`config.mk`:
```
export PLATFORM = sky130hd
export DESIGN_NAME = ntc_adc_to_temperature_top
export DESIGN_NICKNAME = d
export VERILOG_FILES = /design/src/rtl/core/ntcat_pkg.sv /design/src/rtl/core/ntc_adc_to_temperature_top.sv
export VERILOG_INCLUDE_DIRS = /design/src /design/src/rtl/core
export SDC_FILE = /design/constraint.sdc
export NUM_CORES = 1
export LEC_CHECK = 0
export BUFFER_PORTS_ARGS = -buffer_cell sky130_fd_sc_hd__buf_2
export CORE_MARGIN = 10
export CORE_UTILIZATION = 55
export CTS_BUF_LIST = sky130_fd_sc_hd__clkbuf_8
export DETAILED_ROUTE_END_ITERATION = 10
export PLACE_DENSITY = 0.72
export SLEW_MARGIN = 20
export SYNTH_ARGS = -nofsm -noshare
export SYNTH_HDL_FRONTEND = slang
export SYNTH_SLANG_ARGS = --single-unit
```
`constraint.sdc`:
```
create_clock -name clk -period 16.1 [get_ports clk]
set_input_delay 0.805 -clock clk [delete_from_list [all_inputs] [get_ports clk]]
set_output_delay 0.805 -clock clk [all_outputs]
set_load 0.03 [all_outputs]
```
`src/rtl/core/assert_macros.svh`:
```
// Assertion macros for the RTL of the NTC converter.
// No dependencies; the bodies are empty when SYNTHESIS is defined.
`ifndef ASSERT_MACROS_SVH
`define ASSERT_MACROS_SVH

`ifndef SYNTHESIS

// Property checked at every rising clock edge, held off while reset is low.
`define NTC_ASSERT(lbl, clk, rst_n, prop, msg) \
  lbl: assert property (@(posedge clk) disable iff (!rst_n) (prop)) else $error(msg);

// Property checked at every rising clock edge, also during reset.
`define NTC_ASSERT_ALWAYS(lbl, clk, prop, msg) \
  lbl: assert property (@(posedge clk) (prop)) else $error(msg);

`else

`define NTC_ASSERT(lbl, clk, rst_n, prop, msg)
`define NTC_ASSERT_ALWAYS(lbl, clk, prop, msg)

`endif

`endif

```
`src/rtl/core/ntcat_pkg.sv`:
```
// Constants, the NTC resistance table and helper functions of the NTC converter.
// No dependencies; used by ntc_adc_to_temperature_top.
package ntcat_pkg;

  localparam int ADC_BITS      = 12;
  localparam int TABLE_ENTRIES = 37;
  localparam int TABLE_STORED  = 37;
  localparam int ENTRIES       = (TABLE_ENTRIES < TABLE_STORED) ? TABLE_ENTRIES : TABLE_STORED;
  localparam int IDX_W         = $clog2(ENTRIES + 1);

  localparam int SR_W   = 20;
  localparam int RES_W  = 26;
  localparam int TEMP_W = 16;
  localparam int R10_W  = RES_W + 4;
  localparam int TAB_W  = 24;
  localparam int PROD_W = SR_W + ADC_BITS;
  localparam int Q2_BITS = 11;
  localparam int NUM_W  = TAB_W + Q2_BITS;
  localparam int QW     = (PROD_W > Q2_BITS) ? PROD_W : Q2_BITS;
  localparam int CNT_W  = $clog2(QW + 1);

  localparam logic [ADC_BITS-1:0] FULL_SCALE = {ADC_BITS{1'b1}};
  localparam logic [RES_W-1:0]    RES_MAX    = {RES_W{1'b1}};
  localparam logic [SR_W-1:0]     SR_RESET   = SR_W'(10000);

  localparam int COLD_C = -55;
  localparam int STEP_C = 5;
  localparam logic signed [TEMP_W-1:0] COLD_Q8 = TEMP_W'(COLD_C * 256);
  localparam logic signed [TEMP_W-1:0] HOT_Q8  =
    TEMP_W'((COLD_C + STEP_C * (ENTRIES - 1)) * 256);

  // NTC resistance in tenths of an ohm, one entry per 5 C from -55 C.
  function automatic logic [TAB_W-1:0] ntc_tenths(input logic [IDX_W-1:0] idx);
    logic [TAB_W-1:0] v;
    case (idx)
      IDX_W'(0):  v = TAB_W'(12146000);
      IDX_W'(1):  v = TAB_W'(8443900);
      IDX_W'(2):  v = TAB_W'(5924300);
      IDX_W'(3):  v = TAB_W'(4193800);
      IDX_W'(4):  v = TAB_W'(2994800);
      IDX_W'(5):  v = TAB_W'(2156700);
      IDX_W'(6):  v = TAB_W'(1564100);
      IDX_W'(7):  v = TAB_W'(1146600);
      IDX_W'(8):  v = TAB_W'(845100);
      IDX_W'(9):  v = TAB_W'(629270);
      IDX_W'(10): v = TAB_W'(470770);
      IDX_W'(11): v = TAB_W'(355630);
      IDX_W'(12): v = TAB_W'(271190);
      IDX_W'(13): v = TAB_W'(208600);
      IDX_W'(14): v = TAB_W'(162040);
      IDX_W'(15): v = TAB_W'(126830);
      IDX_W'(16): v = TAB_W'(100000);
      IDX_W'(17): v = TAB_W'(79420);
      IDX_W'(18): v = TAB_W'(63270);
      IDX_W'(19): v = TAB_W'(50740);
      IDX_W'(20): v = TAB_W'(41030);
      IDX_W'(21): v = TAB_W'(33360);
      IDX_W'(22): v = TAB_W'(27240);
      IDX_W'(23): v = TAB_W'(22370);
      IDX_W'(24): v = TAB_W'(18460);
      IDX_W'(25): v = TAB_W'(15300);
      IDX_W'(26): v = TAB_W'(12750);
      IDX_W'(27): v = TAB_W'(10680);
      IDX_W'(28): v = TAB_W'(8993);
      IDX_W'(29): v = TAB_W'(7607);
      IDX_W'(30): v = TAB_W'(6452);
      IDX_W'(31): v = TAB_W'(5494);
      IDX_W'(32): v = TAB_W'(4700);
      IDX_W'(33): v = TAB_W'(4036);
      IDX_W'(34): v = TAB_W'(3474);
      IDX_W'(35): v = TAB_W'(3001);
      IDX_W'(36): v = TAB_W'(2601);
      default:    v = '0;
    endcase
    return v;
  endfunction

  // Temperature of table entry idx in Q8.8 degrees C.
  function automatic logic signed [TEMP_W-1:0] entry_q8(input logic [IDX_W-1:0] idx);
    return TEMP_W'((COLD_C + STEP_C * int'(idx)) * 256);
  endfunction

endpackage

```
`src/rtl/core/ntc_adc_to_temperature_top.sv`:
```
// Top level of the NTC thermistor converter: ADC code in, Q8.8 temperature out.
// Depends on ntcat_pkg and on assert_macros.svh for its assertions.
// Contains the sequencer and the shared restoring divider.

// This block turns one 12-bit ADC sample of a series-resistor / NTC divider into
// the thermistor resistance, series_resistor_ohms * code / (4095 - code) in whole
// ohms saturating at 2^26 - 1, and then into a Q8.8 temperature by a linear
// interpolation between the two neighboring entries of a 37-entry table that
// runs from -55 C to 125 C in 5 C steps. A code of 4095 or a resistance outside
// the table clamps the temperature to -55 C or 125 C and raises out_of_range.
// The block works on one beat at a time and in_tready is low while it is busy.
// A beat with an ordinary code goes through the resistance division, saturation,
// scaling, the table search, the fraction division and the interpolation before
// its result beat is shown. The open-sensor code 4095 skips the division, a
// resistance above the first entry ends the search there, and one at or below the
// last entry walks the whole table to its end. The time taken is set by the
// shared one-bit-per-cycle divider (32 steps for the resistance, 11 steps for the
// interpolation fraction) and by the table search, which tests one entry per
// cycle. The result sits in an output register, so the next input beat can be
// taken while a result still waits for out_tready; a finished result waits for
// as long as the one before it is still held there. The series resistor register
// is written with cfg_wr_en and should only change while the block is idle.

`include "assert_macros.svh"

module ntc_adc_to_temperature_top (
  input  logic        clk,
  input  logic        rst_n,
  // Configuration: series resistor in ohms.
  input  logic        cfg_wr_en,
  input  logic [19:0] cfg_wr_data,
  // Input stream. tdata: [11:0] adc_code, [15:12] zero.
  input  logic        in_tvalid,
  output logic        in_tready,
  input  logic [15:0] in_tdata,
  // tuser: [0] channel_tag.
  input  logic [0:0]  in_tuser,
  // Result stream. tdata: [15:0] temperature_q8, [41:16] resistance_ohms,
  // [42] out_of_range, [47:43] zero.
  output logic        out_tvalid,
  input  logic        out_tready,
  output logic [47:0] out_tdata,
  // tuser: [0] channel_tag_out.
  output logic [0:0]  out_tuser
);

  typedef enum logic [9:0] {
    S_IDLE   = 10'b00_0000_0001,
    S_DIV1   = 10'b00_0000_0010,
    S_SAT    = 10'b00_0000_0100,
    S_SCALE  = 10'b00_0000_1000,
    S_SEARCH = 10'b00_0001_0000,
    S_PREP   = 10'b00_0010_0000,
    S_NUM    = 10'b00_0100_0000,
    S_DIV2   = 10'b00_1000_0000,
    S_INTERP = 10'b01_0000_0000,
    S_DONE   = 10'b10_0000_0000
  } state_t;

  // Control registers.
  state_t                       state_r, state_nxt;
  logic                         out_valid_r, out_valid_nxt;
  logic [ntcat_pkg::SR_W-1:0]   sr_r, sr_nxt;

  // Datapath registers.
  logic [ntcat_pkg::QW-1:0]     quo_r, quo_nxt;
  logic [ntcat_pkg::TAB_W-1:0]  rem_r, rem_nxt;
  logic [ntcat_pkg::TAB_W-1:0]  den_r, den_nxt;
  logic [ntcat_pkg::CNT_W-1:0]  cnt_r, cnt_nxt;
  logic [ntcat_pkg::RES_W-1:0]  res_r, res_nxt;
  logic [ntcat_pkg::R10_W-1:0]  r10_r, r10_nxt;
  logic [ntcat_pkg::IDX_W-1:0]  idx_r, idx_nxt;
  logic signed [ntcat_pkg::TEMP_W-1:0] temp_r, temp_nxt;
  logic                         oor_r, oor_nxt;
  logic                         tag_r, tag_nxt;

  logic signed [ntcat_pkg::TEMP_W-1:0] out_temp_r, out_temp_nxt;
  logic [ntcat_pkg::RES_W-1:0]  out_res_r, out_res_nxt;
  logic                         out_oor_r, out_oor_nxt;
  logic                         out_tag_r, out_tag_nxt;

  // Shared restoring divider step: one quotient bit per cycle.
  logic [ntcat_pkg::TAB_W+1:0]  div_diff;
  logic                         div_bit;
  logic [ntcat_pkg::TAB_W-1:0]  div_rem;
  logic [ntcat_pkg::TAB_W:0]    div_shift;

  // Table reads and interpolation terms.
  logic [ntcat_pkg::TAB_W-1:0]  tab_cur;
  logic [ntcat_pkg::TAB_W-1:0]  tab_prev;
  logic [ntcat_pkg::NUM_W-1:0]  num;
  logic [ntcat_pkg::ADC_BITS-1:0] in_code;
  logic                         in_fire;
  logic                         out_free;

  assign in_code   = in_tdata[ntcat_pkg::ADC_BITS-1:0];
  assign in_tready = (state_r == S_IDLE);
  assign in_fire   = in_tvalid && in_tready;
  assign out_free  = !out_valid_r || out_tready;

  assign div_shift = {rem_r, quo_r[ntcat_pkg::QW-1]};
  assign div_diff  = {1'b0, div_shift} - {2'b00, den_r};
  assign div_bit   = !div_diff[ntcat_pkg::TAB_W+1];
  // Either way the new partial remainder is below the divisor, so it fits.
  assign div_rem   = div_bit ? div_diff[ntcat_pkg::TAB_W-1:0]
                             : div_shift[ntcat_pkg::TAB_W-1:0];

  assign tab_cur  = ntcat_pkg::ntc_tenths(idx_r);
  assign tab_prev = ntcat_pkg::ntc_tenths(idx_r - ntcat_pkg::IDX_W'(1));

  // rem_r holds the offset d and den_r the table step here: 1280*d + den/2.
  assign num = (ntcat_pkg::NUM_W'(rem_r) << 10) + (ntcat_pkg::NUM_W'(rem_r) << 8)
             + ntcat_pkg::NUM_W'(den_r >> 1);

  always_comb begin
    state_nxt     = state_r;
    out_valid_nxt = out_valid_r;
    sr_nxt        = sr_r;
    quo_nxt       = quo_r;
    rem_nxt       = rem_r;
    den_nxt       = den_r;
    cnt_nxt       = cnt_r;
    res_nxt       = res_r;
    r10_nxt       = r10_r;
    idx_nxt       = idx_r;
    temp_nxt      = temp_r;
    oor_nxt       = oor_r;
    tag_nxt       = tag_r;
    out_temp_nxt  = out_temp_r;
    out_res_nxt   = out_res_r;
    out_oor_nxt   = out_oor_r;
    out_tag_nxt   = out_tag_r;

    if (cfg_wr_en) begin
      sr_nxt = cfg_wr_data;
    end

    if (out_valid_r && out_tready) begin
      out_valid_nxt = 1'b0;
    end

    unique case (state_r)
      S_IDLE: begin
        if (in_fire) begin
          tag_nxt = in_tuser[0];
          if (in_code >= ntcat_pkg::FULL_SCALE) begin
            // An open divider reads as infinite resistance.
            res_nxt   = ntcat_pkg::RES_MAX;
            state_nxt = S_SCALE;
          end else begin
            quo_nxt   = ntcat_pkg::QW'(sr_r * in_code);
            rem_nxt   = '0;
            den_nxt   = ntcat_pkg::TAB_W'(ntcat_pkg::FULL_SCALE - in_code);
            cnt_nxt   = ntcat_pkg::CNT_W'(ntcat_pkg::PROD_W);
            state_nxt = S_DIV1;
          end
        end
      end
      S_DIV1, S_DIV2: begin
        rem_nxt = div_rem;
        quo_nxt = {quo_r[ntcat_pkg::QW-2:0], div_bit};
        cnt_nxt = cnt_r - ntcat_pkg::CNT_W'(1);
        if (cnt_r == ntcat_pkg::CNT_W'(1)) begin
          state_nxt = (state_r == S_DIV1) ? S_SAT : S_INTERP;
        end
      end
      S_SAT: begin
        res_nxt   = (|quo_r[ntcat_pkg::QW-1:ntcat_pkg::RES_W]) ? ntcat_pkg::RES_MAX
                                                               : quo_r[ntcat_pkg::RES_W-1:0];
        state_nxt = S_SCALE;
      end
      S_SCALE: begin
        r10_nxt   = (ntcat_pkg::R10_W'(res_r) << 3) + (ntcat_pkg::R10_W'(res_r) << 1);
        idx_nxt   = '0;
        state_nxt = S_SEARCH;
      end
      S_SEARCH: begin
        priority if (idx_r == ntcat_pkg::IDX_W'(ntcat_pkg::ENTRIES)) begin
          temp_nxt  = ntcat_pkg::HOT_Q8;
          oor_nxt   = 1'b1;
          state_nxt = S_DONE;
        end else if (r10_r > ntcat_pkg::R10_W'(tab_cur)) begin
          if (idx_r == '0) begin
            temp_nxt  = ntcat_pkg::COLD_Q8;
            oor_nxt   = 1'b1;
            state_nxt = S_DONE;
          end else begin
            state_nxt = S_PREP;
          end
        end else begin
          idx_nxt = idx_r + ntcat_pkg::IDX_W'(1);
        end
      end
      S_PREP: begin
        // The offset never exceeds the table step, so it fits the table width.
        rem_nxt   = ntcat_pkg::TAB_W'(r10_r - ntcat_pkg::R10_W'(tab_cur));
        den_nxt   = tab_prev - tab_cur;
        state_nxt = S_NUM;
      end
      S_NUM: begin
        // The fraction is at most 1280, so only its low bits need iterating.
        rem_nxt   = num[ntcat_pkg::NUM_W-1:ntcat_pkg::Q2_BITS];
        quo_nxt   = {num[ntcat_pkg::Q2_BITS-1:0], {(ntcat_pkg::QW-ntcat_pkg::Q2_BITS){1'b0}}};
        cnt_nxt   = ntcat_pkg::CNT_W'(ntcat_pkg::Q2_BITS);
        state_nxt = S_DIV2;
      end
      S_INTERP: begin
        temp_nxt  = ntcat_pkg::entry_q8(idx_r)
                  - ntcat_pkg::TEMP_W'(quo_r[ntcat_pkg::Q2_BITS-1:0]);
        oor_nxt   = 1'b0;
        state_nxt = S_DONE;
      end
      S_DONE: begin
        if (out_free) begin
          out_temp_nxt  = temp_r;
          out_res_nxt   = res_r;
          out_oor_nxt   = oor_r;
          out_tag_nxt   = tag_r;
          out_valid_nxt = 1'b1;
          state_nxt     = S_IDLE;
        end
      end
      default: begin
        state_nxt = S_IDLE;
      end
    endcase
  end

  always_ff @(posedge clk) begin
    if (!rst_n) begin
      state_r     <= S_IDLE;
      out_valid_r <= 1'b0;
      sr_r        <= ntcat_pkg::SR_RESET;
    end else begin
      state_r     <= state_nxt;
      out_valid_r <= out_valid_nxt;
      sr_r        <= sr_nxt;
    end
  end

  always_ff @(posedge clk) begin
    quo_r      <= quo_nxt;
    rem_r      <= rem_nxt;
    den_r      <= den_nxt;
    cnt_r      <= cnt_nxt;
    res_r      <= res_nxt;
    r10_r      <= r10_nxt;
    idx_r      <= idx_nxt;
    temp_r     <= temp_nxt;
    oor_r      <= oor_nxt;
    tag_r      <= tag_nxt;
    out_temp_r <= out_temp_nxt;
    out_res_r  <= out_res_nxt;
    out_oor_r  <= out_oor_nxt;
    out_tag_r  <= out_tag_nxt;
  end

  assign out_tvalid = out_valid_r;
  assign out_tdata  = {5'b0_0000, out_oor_r, out_res_r, out_temp_r};
  assign out_tuser  = out_tag_r;

  // An accepted beat starts either the resistance division or the open-divider path.
  `NTC_ASSERT(a_accept_start, clk, rst_n,
    in_fire |=> (state_r == S_DIV1 || state_r == S_SCALE), "accepted beat did not start work")
  // The divider always has steps left while it is running.
  `NTC_ASSERT(a_div_count, clk, rst_n,
    (state_r == S_DIV1 || state_r == S_DIV2) |-> (cnt_r != '0), "divider ran out of steps")
  // The table search never goes past the end marker.
  `NTC_ASSERT(a_search_bound, clk, rst_n,
    (state_r == S_SEARCH) |-> (idx_r <= ntcat_pkg::IDX_W'(ntcat_pkg::ENTRIES)),
    "table search index out of bounds")
  // A clamped result carries one of the two clamp temperatures.
  `NTC_ASSERT(a_clamp_value, clk, rst_n,
    (out_valid_r && out_oor_r) |->
      (out_temp_r == ntcat_pkg::COLD_Q8 || out_temp_r == ntcat_pkg::HOT_Q8),
    "clamped result with unexpected temperature")
  // A saturated resistance is always beyond the cold end of the table.
  `NTC_ASSERT(a_sat_oor, clk, rst_n,
    (out_valid_r && out_res_r == ntcat_pkg::RES_MAX) |-> out_oor_r,
    "saturated resistance without out_of_range")

endmodule
```
Yosys cells after proc, flatten, opt, wreduce, memory -nomap -nowiden
Memory sizes are Yosys's and may differ from the RTL's. A register that Yosys moved wholly into a read port is not among the register bits. Index checks and enable logic that the tools add are counted. Widths: inputs -> output; s select.

Add/subtract/negate cells: 12. Magnitude comparators: 2. Reduce and logical (&&, ||, !) cells: 23. Multipliers: 2. Equality and inequality tests: 21. Multiplexer cells: 41.

Operators with widths (number): $mux 24 (5); $pmux 24 s4 (1); $pmux 32 s3 (1); $pmux 10 s9 (1); $mux 26 (3); $mux 32 (2); $mux 10 (6); $pmux 26 s2 (1); $mux 16 (3); $pmux 24 s2 (1); $sub 24x24->24 (2); $add 34x32->35 (1); $add 35x23->35 (1); $mul 20x12->32 (1); $pmux 16 s2 (1); $add 29x27->30 (1); $gt 30x24->1 (1); $mux 6 (5); $sub 25x24->26 (1); $pmux 6 s3 (1); $reduce_and 3->1 (6); $sub 16x11->16 (1); $sub 12x12->13 const A (1); $ge 12x12->1 const B (1); 35 further kinds (53).

Output and inout port bits: 51. Logic and storage cells: 120. Flip-flop bits (word level): 241. Memories kept: 2. ROM bits: 3072.

Memory list: (no name shown) (depth 64, width 24, read ports 1, clocked after Yosys merged registers in 0, wr ports 0, RTL line ntcat_pkg.sv:35) `case (idx)`; (no name shown) (depth 64, width 24, read ports 1, clocked after Yosys merged registers in 1, wr ports 0, RTL line ntcat_pkg.sv:35).

Longest topological paths before layout
Depth in word-level cells: 5. Gate-level depth with buffers: 23. Gate-level depth less buffers: 22.

Worst setup path before layout
Ideal clock, no wire load.

Path kind: input port to flip-flop. Start point: input in_tdata[8]. End point: register quo_r[29] (netlist bit), data pin. Path buffers: 1. Arrival time: 5833 ps. Slack: 10003 ps. Stages: 21. Data required time: 15836 ps. Cells stage by stage: clkbuf_1 > nand2_1 > fa_1 > inv_1 > fa_1 > fa_1 > fa_1 > inv_1 > fa_1 > inv_1 > ha_1 > a21o_1 > a21o_1 > nor2b_1 > nand2_1 > a2bb2oi_1 > and2_1 > a221oi_1 > a21oi_1 > xnor2_1 > o21ai_0.

Word-level cells in the longest chain between the ends: 4.

RTL lines: start: declaration (RTL line ntc_adc_to_temperature_top.sv:35) `input logic [15:0] in_tdata,`; $mul 20x12->32 (RTL line ntc_adc_to_temperature_top.sv:151) `quo_nxt = ntcat_pkg::QW'(sr_r * in_code);`; $mux 32 (RTL line ntc_adc_to_temperature_top.sv:146) `if (in_code >= ntcat_pkg::FULL_SCALE) begin`; $mux 32 (RTL line ntc_adc_to_temperature_top.sv:144) `if (in_fire) begin`; $pmux 32 s3 (RTL line ntc_adc_to_temperature_top.sv:142) `unique case (state_r)`; named net quo_nxt (one bit) (RTL line ntc_adc_to_temperature_top.sv:66) `logic [ntcat_pkg::QW-1:0] quo_r, quo_nxt;`; end signal: assignment (RTL line ntc_adc_to_temperature_top.sv:242) `quo_r <= quo_nxt;`; end: declaration (RTL line ntc_adc_to_temperature_top.sv:66).

The timed path passes the listed nets, and every way through them passes these cells. The select of a mux whose other input is x is not followed. A chain may end at the register's enable or synchronous reset.

Worst setup path in the final report
Start point: register sr_r[6] (netlist bit). End point: register quo_r[29] (netlist bit), data pin.

Word-level cells in the longest chain between the ends: 4.

RTL lines: start: declaration (RTL line ntc_adc_to_temperature_top.sv:63) `logic [ntcat_pkg::SR_W-1:0] sr_r, sr_nxt;`; start signal: assignment (RTL line ntc_adc_to_temperature_top.sv:233) `sr_r <= ntcat_pkg::SR_RESET;`; start signal: assignment (RTL line ntc_adc_to_temperature_top.sv:237) `sr_r <= sr_nxt;`; $mul 20x12->32 (RTL line ntc_adc_to_temperature_top.sv:151); $mux 32 (RTL line ntc_adc_to_temperature_top.sv:146); $mux 32 (RTL line ntc_adc_to_temperature_top.sv:144); $pmux 32 s3 (RTL line ntc_adc_to_temperature_top.sv:142); named net quo_nxt (one bit) (RTL line ntc_adc_to_temperature_top.sv:66).

The timed path passes the listed nets, and every way through them passes these cells. The select of a mux whose other input is x is not followed.

==> results.cfg <==
[run_status]
status = complete, no violations

[logic_synthesis]
ys.flop_type = edfxtp_1
yosysUniqueCellTypes = 109
ys.warnings.count = 0
syn_area_um2 = 26880
seq_area_frac_synth = 0.2744
synth-edff-count = 209
syn_inst = 2972
yosys_register_bits = 264
syn_avg_cell_area_um2 = 9.044
synth-async-reset-ratio = 0

[floorplan]
rows = 80
core_um2 = 48050
dieArea_um2 = 58110
initial_utilization = 0.5595
io_pins = 93
die_w_um = 241.1
die_height_um = 241.1

[drt]
route.detailed.drc = 0
viasPerCell = 6.096
first_iter_violations = 1955
wl_mm = 76.22
vias = 22246
first_pass_iters = 8
wl_per_cell_um = 20.89
ant_nets = 0

[timing]
min_period_ns = 6.413
fmax_mhz = 155.9
hold_viol_final = 0
max_slew.worst_pin.slew_ns = 1.098
layout_setup_ws_ns = 9.687
timing.setup.tns_ns = 0
rsz0062_at_grt = false
min_period_over_period = 0.3983
maxSlewViolCount = 0
clock_skew_ns = 0.02211
setup_violations = 0
max-slew-margin-rel = 0.2654

[final_layout]
fin_util = 0.5970
mostFrequentLayoutCell = nand2_1
nNetsFinal = 3472
fill_cells = 4172
drive_gt1_frac = 0.07548
post-route-cell-area_um2 = 28680
syn2layout_area_growth_pct = 6.712
antenna_cells = 0
final_cell_mix = nand2_1 (352), inv_1 (345), ha_1 (234), edfxtp_1 (209), fa_1 (199)

[placement]
place_hpwl_mm = 58.20
dp_slack_ns = 9.171
gp_congestion = 0.9749
placed_area_um2 = 27700
portBuffers = 83

[worst_hold_path]
hold_path.class = input port to flop

[run]
drv_cap = 0

[clock_network]
cts_setup_buffers = 0
cts_tree = yes
cts_max_level = 2
cts_hold_buf = 0
clock_path_buffers = 3
cts_root_buf = clkbuf_8
clk_latency_ns = 0.64
clock-sinks = 264
cts_buffers = 47
clk_pin_slew_ns = 0.07
cts_resized = 0

[critical_path]
cp_data_required_time_ns = 16.47
cp-start-kind = flop
worstSetupPathType = flop to flop
endpoint_kind = flop
cp.arrival_ns = 6.79
crit_path_max_fanout = 13

[global_routing]
grt_pass1_vias = 22514
grt_usage = 0.2656
grt_max_degree = 47
antenna_found_initial = 0
grt_pass1_wl_mm = 122.1
overflow = 0

[power]
max-vdd-ir-drop_mv = 0.1396
p_per_area_nw_per_um2 = 126.0
leakage_nw = 12.45
power_mw = 3.613
[where the power goes]
group          switching, mW  internal (mW)
clock                  0.301          0.357
sequential            0.0963          0.890
combinational           1.15          0.817
[cells by family (layout without fill, tap and decap cells)]
kind of cell    Yosys count  in the layout  share of synthesized area
fa+ha+maj               436            436                     0.2583
compound gates          659            659                     0.1595
xor+xnor                147            147                    0.04790
flops                   264            264                     0.2744
mux                      49             49                    0.01876
simple gates            944            944                     0.1717
buf+inv                 472            530                    0.06926
other cells               1              5                  0.0001395
[critical path, stage by stage (launching register included)]
cell and delay, ns:
dfxtp_1 0.77, nand2_1 0.17, fa_1 0.58, inv_1 0.05
fa_1 0.47, fa_1 0.52, fa_1 0.54, inv_1 0.05
fa_1 0.52, inv_1 0.05, ha_1 0.35, a21o_1 0.17
a21o_1 0.16, a21oi_1 0.30, nand2_1 0.11, a2bb2oi_1 0.18
and2_1 0.23, a221oi_1 0.46, a21oi_1 0.22, xnor2_1 0.16
o21ai_0 0.08
[stage by stage]
stage,hold slack (ns),std cells
final,0.3607,3649
after global routing,0.3514,3649
after CTS,0.3225,3649
after detailed placement,0.4071,3563
after global placement,0.4019,3563
after floorplan,0.4003,2976
[layout make-up]
| class | count | area (um^2) | share of cell area |
|---|---|---|---|
| flip-flops and latches | 264 | 7377 | 0.2572 |
| inverters | 338 | 1269 | 0.04423 |
| clock buffers | 50 | 688.2 | 0.02399 |
| multi-input cells | 2240 | 17700 | 0.6169 |
| well taps | 615 | 769.5 | 0.02683 |
| repair buffers | 106 | 588.1 | 0.02050 |
| clock inverters | 36 | 296.5 | 0.01034 |
[Yosys cell counts, types with 8 or more instances]
cell type,n,area (um^2)
o21ai_0,152,760.7
dfxtp_1,55,1101
a22oi_1,18,135.1
buf_4,10,75.07
a31oi_1,28,175.2
nor2b_1,43,269.0
nor3_1,54,270.3
mux2i_1,43,430.4
o21bai_1,11,82.58
nor2_1,181,679.4
a211oi_1,17,127.6
fa_1,199,3984
a2111oi_0,9,78.83
xor2_1,51,446.7
o22ai_1,12,75.07
and2_1,88,550.5
o211ai_1,19,142.6
o21a_1,29,217.7
ha_1,234,2928
edfxtp_1,209,6276
o21ai_1,9,45.04
inv_1,335,1257
o31ai_1,15,112.6
nand3_1,48,240.2
nand2_1,352,1321
clkbuf_1,103,386.6
a21o_1,47,352.8
nand4_1,21,131.4
and3_1,27,168.9
or2_2,8,50.05
nor3b_1,9,67.56
or3_1,18,112.6
a21boi_0,14,105.1
nand2b_1,48,300.3
buf_2,12,60.06
xnor2_1,96,840.8
o221ai_1,17,148.9
a21oi_1,178,890.9
[state kept, by name, indices dropped and copies added (netlist names)]
register	count
quo_r	32
r10_r	29
out_res_r	26
res_r	26
den_r	24
rem_r	24
tab_cur	24
sr_r	20
out_temp_r	16
temp_r	16
state_r	10
cnt_r	6
idx_r	6
oor_r	1
out_oor_r	1
out_tuser	1
out_tvalid	1
tag_r	1
[worst paths after layout]
check / slack (ns) / cells after the start / from / endpoint
worst max-delay path: 9.69 / 20 / sr_r[6] / quo_r[29]
worst max register to register: 9.69 / 20 / sr_r[6] / quo_r[29]
worst min register to register: 0.42 / 0 / temp_r[2] / out_temp_r[2]
worst min-delay path: 0.36 / 1 / in_tuser / tag_r
[layer usage]
layer / vias up / part of all wire / track usage
met5: - / 0 / 0
met4: 0 / 0.036 / 0.1012
met3: 176 / 0.073 / 0.03764
met2: 956 / 0.48 / 0.4476
met1: 10798 / 0.42 / 0.3407
li1: 10316 / - / -
Power figures use the tool's default switching activity.
